--- config.mk ---
export PLATFORM = sky130hd
export DESIGN_NAME = hash_table_linear_probe
export DESIGN_NICKNAME = d
export VERILOG_FILES = /design/src/rtl/htlp_pkg.sv /design/src/rtl/htlp_front.sv /design/src/rtl/htlp_queue.sv /design/src/rtl/htlp_back.sv /design/src/rtl/hash_table_linear_probe.sv
export SDC_FILE = /design/constraint.sdc
export NUM_CORES = 2
export LEC_CHECK = 0
export BUFFER_PORTS_ARGS = -buffer_cell sky130_fd_sc_hd__buf_2
export CAP_MARGIN = 20
export CORE_AREA = 5 5 473 475
export CTS_BUF_LIST = sky130_fd_sc_hd__clkbuf_8
export DETAILED_ROUTE_END_ITERATION = 10
export DIE_AREA = 0 0 478 480
export PLACE_DENSITY = 0.7
export SLEW_MARGIN = 20
export SYNTH_ARGS = -nofsm -noshare
export SYNTH_HDL_FRONTEND = slang
export SYNTH_HIERARCHICAL = 1
export SYNTH_SLANG_ARGS = --single-unit
--- constraint.sdc ---
create_clock -name clk -period 5.65 [get_ports clk]
set_input_delay 1.13 -clock clk [delete_from_list [all_inputs] [get_ports clk]]
set_output_delay 1.13 -clock clk [all_outputs]
set_load 0.02 [all_outputs]
--- src/rtl/htlp_pkg.sv ---
`timescale 1ns / 1ps
// shared types, constants and helpers for the linear-probe hash table
// no dependencies

package htlp_pkg;

  localparam int TABLE_SLOTS  = 32;
  localparam int SLOT_W       = (TABLE_SLOTS > 1) ? $clog2(TABLE_SLOTS) : 1;
  localparam int SLOT_FIELD_W = 5;
  localparam int KEY_W        = 15;
  localparam int VAL_W        = 32;
  localparam int SQ_W         = 2 * KEY_W;
  localparam int QUEUE_DEPTH  = 2;

  localparam logic [SLOT_W-1:0] SLOT_LAST = SLOT_W'(TABLE_SLOTS - 1);

  typedef enum logic {
    CMD_INSERT = 1'b0,
    CMD_LOOKUP = 1'b1
  } cmd_t;

  typedef enum logic [1:0] {
    ST_INSERTED = 2'd0,
    ST_FULL     = 2'd1,
    ST_FOUND    = 2'd2,
    ST_MISSING  = 2'd3
  } status_t;

  typedef struct packed {
    cmd_t                    cmd;
    logic [KEY_W-1:0]        key;
    logic signed [VAL_W-1:0] id;
    logic signed [VAL_W-1:0] phone;
    logic [SLOT_W-1:0]       home;
  } item_t;

  typedef struct packed {
    logic [KEY_W-1:0]        key;
    logic signed [VAL_W-1:0] id;
    logic signed [VAL_W-1:0] phone;
  } entry_t;

  // low bits of a slot index as shown on the result port
  function automatic logic [SLOT_FIELD_W-1:0] slot_field(input logic [SLOT_W-1:0] s);
    logic [31:0] w;
    w = 32'(s);
    return w[SLOT_FIELD_W-1:0];
  endfunction

endpackage

--- src/rtl/htlp_front.sv ---
`timescale 1ns / 1ps
// front stage: takes request transfers, squares the key and forms the home slot
// depends on htlp_pkg

module htlp_front import htlp_pkg::*; (
  input  logic                    clk,
  input  logic                    rst,
  input  logic                    in_valid,
  output logic                    in_stall,
  input  logic                    cmd,
  input  logic [KEY_W-1:0]        key,
  input  logic signed [VAL_W-1:0] id,
  input  logic signed [VAL_W-1:0] phone,
  input  logic                    q_full,
  output logic                    push,
  output item_t                   push_item
);

  logic              f_vld;
  cmd_t              f_cmd;
  logic [KEY_W-1:0]  f_key;
  logic [VAL_W-1:0]  f_id;
  logic [VAL_W-1:0]  f_phone;
  logic [SQ_W-1:0]   f_sq;
  logic              accept;

  assign in_stall = f_vld && q_full;
  assign accept   = in_valid && !in_stall;
  assign push     = f_vld && !q_full;

  always_comb begin
    push_item.cmd   = f_cmd;
    push_item.key   = f_key;
    push_item.id    = f_id;
    push_item.phone = f_phone;
    push_item.home  = SLOT_W'(f_sq % TABLE_SLOTS);
  end

  always_ff @(posedge clk) begin
    if (rst) begin
      f_vld <= 1'b0;
    end else if (accept) begin
      f_vld <= 1'b1;
    end else if (push) begin
      f_vld <= 1'b0;
    end
    if (accept) begin
      f_cmd   <= cmd_t'(cmd);
      f_key   <= key;
      f_id    <= id;
      f_phone <= phone;
      f_sq    <= SQ_W'(key * key);
    end
  end

endmodule

--- src/rtl/htlp_queue.sv ---
`timescale 1ns / 1ps
// short request queue between the front stage and the table engine
// depends on htlp_pkg

module htlp_queue import htlp_pkg::*; (
  input  logic  clk,
  input  logic  rst,
  input  logic  push,
  input  item_t push_item,
  output logic  full,
  input  logic  pop,
  output logic  q_vld,
  output item_t head
);

  localparam int PTR_W = (QUEUE_DEPTH > 1) ? $clog2(QUEUE_DEPTH) : 1;
  localparam int CNT_W = $clog2(QUEUE_DEPTH + 1);

  item_t             buf_q [QUEUE_DEPTH];
  logic [PTR_W-1:0]  wr_ptr;
  logic [PTR_W-1:0]  rd_ptr;
  logic [CNT_W-1:0]  count;

  assign full  = (count == CNT_W'(QUEUE_DEPTH));
  assign q_vld = (count != '0);
  assign head  = buf_q[rd_ptr];

  always_ff @(posedge clk) begin
    if (rst) begin
      wr_ptr <= '0;
      rd_ptr <= '0;
      count  <= '0;
    end else begin
      if (push) begin
        wr_ptr <= (wr_ptr == PTR_W'(QUEUE_DEPTH - 1)) ? '0 : wr_ptr + 1'b1;
      end
      if (pop) begin
        rd_ptr <= (rd_ptr == PTR_W'(QUEUE_DEPTH - 1)) ? '0 : rd_ptr + 1'b1;
      end
      if (push && !pop) begin
        count <= count + 1'b1;
      end else if (pop && !push) begin
        count <= count - 1'b1;
      end
    end
    if (push) begin
      buf_q[wr_ptr] <= push_item;
    end
  end

endmodule

--- src/rtl/htlp_back.sv ---
`timescale 1ns / 1ps
// table engine: valid bits, entry memory, insert probe, lookup scan, result register
// depends on htlp_pkg

module htlp_back import htlp_pkg::*; (
  input  logic                    clk,
  input  logic                    rst,
  input  logic                    q_vld,
  input  item_t                   head,
  output logic                    pop,
  output logic                    out_valid,
  input  logic                    out_stall,
  output logic [1:0]              status,
  output logic [SLOT_FIELD_W-1:0] slot
);

  typedef enum logic [1:0] {
    S_IDLE,
    S_INS,
    S_LK,
    S_DONE
  } state_t;

  state_t                  state;
  item_t                   cur;
  logic [SLOT_W-1:0]       pos;
  logic [SLOT_W-1:0]       cnt;
  logic [SLOT_W-1:0]       issue_idx;
  logic                    issue_on;
  logic [SLOT_W-1:0]       cmp_idx;
  logic                    cmp_vld;
  logic [TABLE_SLOTS-1:0]  slot_valid;
  status_t                 res_status;
  logic [SLOT_FIELD_W-1:0] res_slot;
  status_t                 out_status;
  logic [SLOT_FIELD_W-1:0] out_slot;

  entry_t                  mem [TABLE_SLOTS];
  entry_t                  rd_data;
  logic                    mem_we;
  logic                    hit;

  assign pop    = (state == S_IDLE) && q_vld;
  assign mem_we = (state == S_INS) && !slot_valid[pos];
  assign hit    = cmp_vld && slot_valid[cmp_idx] && (rd_data.key == cur.key)
                  && (rd_data.id == cur.id) && (rd_data.phone == cur.phone);
  assign status = out_status;
  assign slot   = out_slot;

  // entry memory, one write and one registered read per cycle
  always_ff @(posedge clk) begin
    if (mem_we) begin
      mem[pos] <= '{key: cur.key, id: cur.id, phone: cur.phone};
    end
    rd_data <= mem[issue_idx];
  end

  always_ff @(posedge clk) begin
    if (rst) begin
      state      <= S_IDLE;
      slot_valid <= '0;
      out_valid  <= 1'b0;
      issue_on   <= 1'b0;
      cmp_vld    <= 1'b0;
    end else begin
      if (out_valid && !out_stall && state != S_DONE) begin
        out_valid <= 1'b0;
      end
      unique case (state)
        S_IDLE: begin
          if (q_vld) begin
            cur       <= head;
            pos       <= head.home;
            cnt       <= '0;
            issue_idx <= '0;
            issue_on  <= 1'b1;
            cmp_vld   <= 1'b0;
            state     <= (head.cmd == CMD_INSERT) ? S_INS : S_LK;
          end
        end
        S_INS: begin
          if (!slot_valid[pos]) begin
            slot_valid[pos] <= 1'b1;
            res_status      <= ST_INSERTED;
            res_slot        <= slot_field(pos);
            state           <= S_DONE;
          end else if (cnt == SLOT_LAST) begin
            res_status <= ST_FULL;
            res_slot   <= '0;
            state      <= S_DONE;
          end else begin
            pos <= (pos == SLOT_LAST) ? '0 : pos + 1'b1;
            cnt <= cnt + 1'b1;
          end
        end
        S_LK: begin
          cmp_vld <= issue_on;
          cmp_idx <= issue_idx;
          if (issue_on) begin
            if (issue_idx == SLOT_LAST) begin
              issue_on <= 1'b0;
            end else begin
              issue_idx <= issue_idx + 1'b1;
            end
          end
          if (hit) begin
            res_status <= ST_FOUND;
            res_slot   <= slot_field(cmp_idx);
            state      <= S_DONE;
          end else if (cmp_vld && cmp_idx == SLOT_LAST) begin
            res_status <= ST_MISSING;
            res_slot   <= '0;
            state      <= S_DONE;
          end
        end
        S_DONE: begin
          if (!out_valid || !out_stall) begin
            out_valid  <= 1'b1;
            out_status <= res_status;
            out_slot   <= res_slot;
            state      <= S_IDLE;
          end
        end
        default: state <= S_IDLE;
      endcase
    end
  end

endmodule

--- src/rtl/hash_table_linear_probe.sv ---
`timescale 1ns / 1ps
// Linear-probe hash table of key/id/phone entries, 32 slots with valid bits.
// Request channel: in_valid/in_stall with cmd, key, id, phone; a transfer
// happens on a rising edge with in_valid high and in_stall low.
// Result channel: out_valid/out_stall with status and slot, one result per
// request, in request order.
// An insert hashes key*key mod the slot count and probes forward one slot
// per cycle to the first free slot. A lookup scans slot 0 upward through
// the entry memory, one read per cycle with registered read data.
// A request passes the front-stage register and the queue to the engine;
// the engine passes through a done state that loads the result register
// and returns to idle before it takes the next request, so requests run
// one at a time.
// A two-entry queue sits between the front stage and the engine, so up to
// four requests can be taken while a result waits on out_stall.
// Synchronous reset clears all valid bits, the queue and the result
// register; no clearing pass is needed.
// depends on htlp_pkg, htlp_front, htlp_queue, htlp_back

module hash_table_linear_probe import htlp_pkg::*; (
  input  logic                    clk,
  input  logic                    rst,
  input  logic                    in_valid,
  output logic                    in_stall,
  input  logic                    cmd,
  input  logic [KEY_W-1:0]        key,
  input  logic signed [VAL_W-1:0] id,
  input  logic signed [VAL_W-1:0] phone,
  output logic                    out_valid,
  input  logic                    out_stall,
  output logic [1:0]              status,
  output logic [SLOT_FIELD_W-1:0] slot
);

  logic  push;
  item_t push_item;
  logic  q_full;
  logic  pop;
  logic  q_vld;
  item_t head;

  htlp_front u_front (
    .clk       (clk),
    .rst       (rst),
    .in_valid  (in_valid),
    .in_stall  (in_stall),
    .cmd       (cmd),
    .key       (key),
    .id        (id),
    .phone     (phone),
    .q_full    (q_full),
    .push      (push),
    .push_item (push_item)
  );

  htlp_queue u_queue (
    .clk       (clk),
    .rst       (rst),
    .push      (push),
    .push_item (push_item),
    .full      (q_full),
    .pop       (pop),
    .q_vld     (q_vld),
    .head      (head)
  );

  htlp_back u_back (
    .clk       (clk),
    .rst       (rst),
    .q_vld     (q_vld),
    .head      (head),
    .pop       (pop),
    .out_valid (out_valid),
    .out_stall (out_stall),
    .status    (status),
    .slot      (slot)
  );

endmodule

# --- Word-level counts from Yosys, hierarchy flattened ---
# Memories as Yosys holds them, arrays and structs flattened. A register that Yosys moved wholly into a read port is not among the register bits.
# Cells that the tools add are included.
totals:
  reg_bits: 240
  ram_bits: 2698
  inputBits: 84
  out_inout_bits: 9
  word_cells: 156
  memories: 2
mem_list:
  columns: ["name", "depth", "word_bits", "rd", "rd_clocked_by_memory_dff", "wr", "line_no", "text"]
  rows:
  - ["u_back.mem", 32, 79, 1, 1, 1, "htlp_back.sv:38", "entry_t mem [TABLE_SLOTS];"]
  - ["u_queue.buf_q", 2, 85, 1, 1, 1, "htlp_queue.sv:19", "item_t buf_q [QUEUE_DEPTH];"]
classes:
  addsub: 7
  n_mul: 1
  magnitude_cmp: 3
  n_eq_ne: 20
  n_mux: 56
  n_bitwise: 3
  reduce_logical: 39
ops:
  columns: ["op", "count"]
  rows:
  - ["$mux 5", 13]
  - ["$eq 32x32->1", 2]
  - ["$pmux 5 s2", 4]
  - ["$or 32x32->32", 1]
  - ["$mux 2", 12]
  - ["$eq 5x5->1 const B", 4]
  - ["$mux 1", 20]
  - ["$add 5x1->5 const B", 3]
  - ["$eq 15x15->1", 1]
  - ["$logic_and 1x1->1", 15]
  - ["$mul 15x15->5", 1]
  - ["$lt 5x6->1 const B", 2]
  - ["$reduce_bool 2->1", 6]
  - ["$bmux 1 s5", 2]
  - ["$reduce_and 5->1", 2]
  - ["$ne 2x2->1 const B", 4]
  - ["$pmux 2 s4", 1]
  - ["$reduce_and 4->1", 2]
  - ["$logic_not 1->1", 7]
  - ["$eq 2x2->1 const B", 3]
  - ["$ne 2x1->1 const B", 3]
  - ["$reduce_and 2->1", 3]
  - ["$reduce_and 3->1", 2]
  - ["$demux 1 s5", 1]
  - ["12 further kinds", 15]

# --- Longest topological paths before layout ---
logic_depth:
  depth_word: 8
  mapped_depth: 11
  mapped_depth_nobuf: 8

# --- Hierarchy ---
# The synthesis kept the hierarchy.
modules_own_cells:
  columns: ["module", "instances", "cells_per_inst", "area_each_um2", "seq_area_each_um2"]
  rows:
  - ["htlp_back", 1, 4267, 104149.9, 81628.3]
  - ["htlp_queue", 1, 286, 6348.6, 5205.0]
  - ["htlp_front", 1, 100, 2638.8, 2512.4]

# --- Worst setup path after synthesis ---
# No wires, ideal clock.
synth_path:
  path_type: "reg2reg"
  start: "register u_back.pos[0]"
  end: "memory u_back/mem[11][0] in the netlist's numbering (enable)"
  setup_time_ps: 517
  t_arrival_ps: 5225
  required_time_ps: 5133
  slack_ps: -93
  stages_incl_launch_ff: 8
  n_path_buf: 2
  synth_period_minus_slack_ps: 5743
  cell_sequence: "edfxtp_1 -> clkbuf_1 -> mux4_2 -> a22oi_1 -> and4_1 -> buf_2 -> nand2_1 -> nor2_1"
synth_between:
  elab_chain_cells: 6
synth_lines:
  columns: ["item", "line_no", "text"]
  rows:
  - ["start: declaration", "htlp_back.sv:26", "logic [SLOT_W-1:0] pos;"]
  - ["start signal: assignment", "htlp_back.sv:73", "pos <= head.home;"]
  - ["start signal: assignment", "htlp_back.sv:92", "pos <= (pos == SLOT_LAST) ? '0 : pos + 1'b1;"]
  - ["$bmux 1 s5", "htlp_back.sv:44", "assign mem_we = (state == S_INS) && !slot_valid[pos];"]
  - ["$mux 1 (implied by the code)", "htlp_back.sv:44", null]
  - ["$logic_not 1->1", null, null]
  - ["$logic_and 1x1->1", "htlp_back.sv:44", null]
  - ["$mux 1", "htlp_back.sv:52", "if (mem_we) begin"]
  - ["$mux 1 (implied by the code)", "htlp_back.sv:53", "mem[pos] <= '{key: cur.key, id: cur.id, phone: cur.phone};"]
  - ["end: declaration", "htlp_back.sv:38", null]
# Several ways; a longest one is shown, not always the timed one. The select of a mux whose other input is x is not followed.

# --- Final worst setup path ---
layout_path:
  start: "register u_back.pos[3]"
  end: "memory u_back/mem[20][54] in the netlist's numbering (enable)"
# Same word-level chain as after synthesis.

==> metrics.txt <==
hold_sp=id[25]; Clock transition at path regs=0.06 ns; gr usage total=22.6%; Die Ht=480 um; Max Buffers Root-to-Sink=4; RSZ-0062 raised after global routing=no; I/O pin total=93; Area after DPL=~120,000 um2; max cap viols=0; Clock Latency Late Sink=1.10 ns; H-tree lvl count=5; hold buffers post-CTS=0; worst r2r path cells=7; cts repair resizes=0; cell row count=172; Synth area leader=edfxtp_1; Syn Std Cell Area=113,000 um2; Final Util=~58%; CTS tree=built; layout cells sized above 1=32.4%; worst r2r src=u_back/pos[3]$_DFFE_PP_; global-route wire length before repair=roughly 370,000 um; R2R Path End=u_back/mem[20][54]$_DFFE_PP_; number of global-route vias before repair=53,289; chip width=roughly 480 um; count of cell types in the netlist=54; f_max=0.235 GHz; syn_area_per_cell=approximately 24 um2; Setup Skew=0.0765 ns; worst-path cell with the longest stage delay=nor2_4; Synth top area share=between 70% and 80%; WP depth=7; Power Density=435 nW/um2; worst setup path category=flip-flop to flip-flop; top area cells in the synthesized netlist=edfxtp_1, mux4_2, dfxtp_1; global placer's final weighted congestion=0.818; Worst Hold Depth=1; YS warnings=6; Critical Path Sink Type=flip-flop; Critical Path Fanout Max=18; final setup violation count=0; area of the die=229,000 um2; Tcrit/Tclk final=approximately 75%; Max VDD drop=0.400 mV; detailed-route DRC error count=0; worst hold path class=input pin to flip-flop; max incr delay on CP=1.00 ns; most frequent cells after synthesis=edfxtp_1, mux4_2, dfxtp_1, mux2_2, clkbuf_1; Slew Viols, Final=0; Post-Place Setup Slack=1.45 ns; Post-synth EDFFs=roughly 2,900; leakage=40.2 nW; clock tree root buffer cell=clkbuf_8; PnR worst setup slack=1.39 ns; top_reg_cell synth=edfxtp_1; CTS sink count=between 3,000 and 4,000; initial antenna violation count=8; initial drt markers=6,485; HPWL after DPL=between 100,000 and 150,000 um; Final ANT Viol Nets=0; status=complete, no violations; synthesized flop and latch total=approximately 3,000; Net count, final=approximately 5,200; cells along the critical path=nand3b_1 -> o221ai_1 -> a22oi_1 -> and4_1 -> nand2_1 -> nor2_4 -> buf_4; 1st-pass router iterations=6; Final Hold Vio Count=0; most frequent cell after synthesis=edfxtp_1; largest net degree at the start of global routing=114; WP data required=between 6 and 7 ns; post-CTS setup repair buffer count=0; Worst Hold End=u_front/f_id[25]$_DFFE_PP_; sequential share of the synthesized area=79.0%; Buf/Inv on CP=1; CTS Buf Count=approximately 460; Initial Utilization=51.7%; top cell family by delay on the critical path=simple AND/OR/NAND/NOR gates; Slew @ Worst Pin=between 1 and 1.5 ns; reg2reg setup slack=1.39 ns; Worst EP arrival=4.96 ns; FFs w/ async S/R, synth=0%; Max-slew headroom=25.5%; Sum Neg Setup Slack=0 ns; GRT overflow=0; total core area=219,000 um2; Gate Count Post-Synth=4,653; # port buffers=92; WL per Instance=30.9 um; Area Overhead vs Synth=12.2%; CP startpoint kind=flip-flop; Post-Layout Inst Area=127,000 um2; Post-Syn Nets=between 4,000 and 5,000; WL final=259,000 um; Via density=slightly above 6; Period minus WS final=4.26 ns; via count=51,874
## per-stage QoR
stage | total power [W] | hold WS, ns | std cells
global route | 0.0574 | 0.137 | 8389
detailed placement | 0.0391 | 0.430 | 7556
floorplan | 0.0353 | 0.400 | 4653
global placement | 0.0390 | 0.423 | 7555
finish | 0.0552 | 0.209 | 8390
CTS | 0.0557 | 0.0895 | 8387
## routing by layer
layer  part of all wire (%)  track usage (%)
met4                    2.4             6.55
met5                      0                0
met2                     48             35.6
met1                     40             32.6
met3                    9.6             4.81
## cell families (layout without fill, tap and decap cells)
| group | Yosys count | in the layout | synth area share, % |
|---|---|---|---|
| multiplexers | 983 | 983 | 17.7 |
| AO/OA/AOI/OAI | 76 | 76 | 0.413 |
| buffers and inverters | 241 | 1105 | 0.982 |
| adder cells (fa/ha/maj) | 15 | 15 | 0.166 |
| XOR/XNOR | 79 | 79 | 0.624 |
| other | 1 | 3 | 0.00331 |
| AND/OR/NAND/NOR | 242 | 242 | 1.11 |
| flip-flops | 3016 | 3016 | 79.0 |
## worst max-delay path by stage
stage / to / from / slack [ns]
after global placement: u_back/res_slot[1]$_DFFE_PP_ / u_back/cur[48]$_DFFE_PP_ / 1.54
after detailed placement: u_back/mem[20][68]$_DFFE_PP_ / u_back/pos[3]$_DFFE_PP_ / 1.45
after floorplan: u_back/mem[11][0]$_DFFE_PP_ / u_back/pos[0]$_DFFE_PP_ / -0.09
after global routing: u_back/mem[20][53]$_DFFE_PP_ / u_back/pos[3]$_DFFE_PP_ / 1.16
after CTS: u_back/mem[20][53]$_DFFE_PP_ / u_back/pos[3]$_DFFE_PP_ / 1.45
final: u_back/mem[20][54]$_DFFE_PP_ / u_back/pos[3]$_DFFE_PP_ / 1.39
## power breakdown
| group | total [W] | switching, W | internal (W) | leakage, nW |
|---|---|---|---|---|
| Clock | 0.0166 | 0.00802 | 0.00857 | 5.03 |
| Sequential | 0.0275 | 0.000932 | 0.0266 | 27.1 |
| Combinational | 0.0111 | 0.00595 | 0.00516 | 8.04 |
| Total | 0.0552 | 0.0149 | 0.0403 | 40.2 |
## area by class of cell
| cell class | count | area [um2] |
|---|---|---|
| Timing Repair Buffer | 257 | 2440 |
| Sequential cell | 3016 | 89300 |
| Antenna cell | 2 | 5.00 |
| Tap cell | 2871 | 3590 |
| Inverter | 17 | 63.8 |
| Clock buffer | 494 | 6800 |
| Multi-Input combinational cell | 1396 | 23000 |
| Fill cell | 15017 | 92000 |
| Clock inverter | 337 | 1700 |
## sequential cells by signal, summed over array words and instances, names as in the netlist, 5 cells and up, named ones only
register	cells
u_front/f_id	32
u_front/f_phone	32
u_back/issue_idx	5
u_queue/buf_q	170
u_back/cnt	5
u_front/f_key	15
u_back/slot_valid	32
u_back/mem	2528
u_back/slot	5
u_back/rd_data	79
u_back/pos	5
u_back/res_slot	5
u_back/cur	79
u_back/cmp_idx	5
## cell usage in the layout (no fill, tap or decap), types with 5 or more instances in the layout
| master | Yosys | layout |
|---|---|---|
| o21ai_0 | 5 | 5 |
| buf_4 | 16 | 105 |
| bufinv_16 | 0 | 12 |
| nor4_1 | 9 | 9 |
| mux2i_1 | 17 | 17 |
| and2_1 | 17 | 16 |
| nor2b_1 | 12 | 9 |
| xnor2_1 | 71 | 71 |
| nor2_4 | 0 | 32 |
| a21oi_1 | 39 | 39 |
| ha_1 | 15 | 15 |
| clkbuf_8 | 0 | 494 |
| clkinv_2 | 0 | 55 |
| dfxtp_1 | 122 | 121 |
| nand3_1 | 13 | 13 |
| xor2_1 | 7 | 7 |
| edfxtp_1 | 2894 | 2894 |
| nor2_1 | 89 | 57 |
| mux4_2 | 800 | 800 |
| and3_1 | 5 | 5 |
| mux2_2 | 116 | 116 |
| nand2_1 | 23 | 23 |
| nand2b_1 | 17 | 17 |
| clkinv_1 | 0 | 86 |
| nand3b_1 | 5 | 5 |
| buf_12 | 0 | 58 |
| mux2_1 | 50 | 50 |
| a211oi_1 | 5 | 5 |
| inv_1 | 17 | 192 |
| o22ai_1 | 6 | 6 |
| buf_2 | 63 | 92 |
| nand4_1 | 34 | 34 |
No activity file was read; power rests on OpenSTA's default activity.
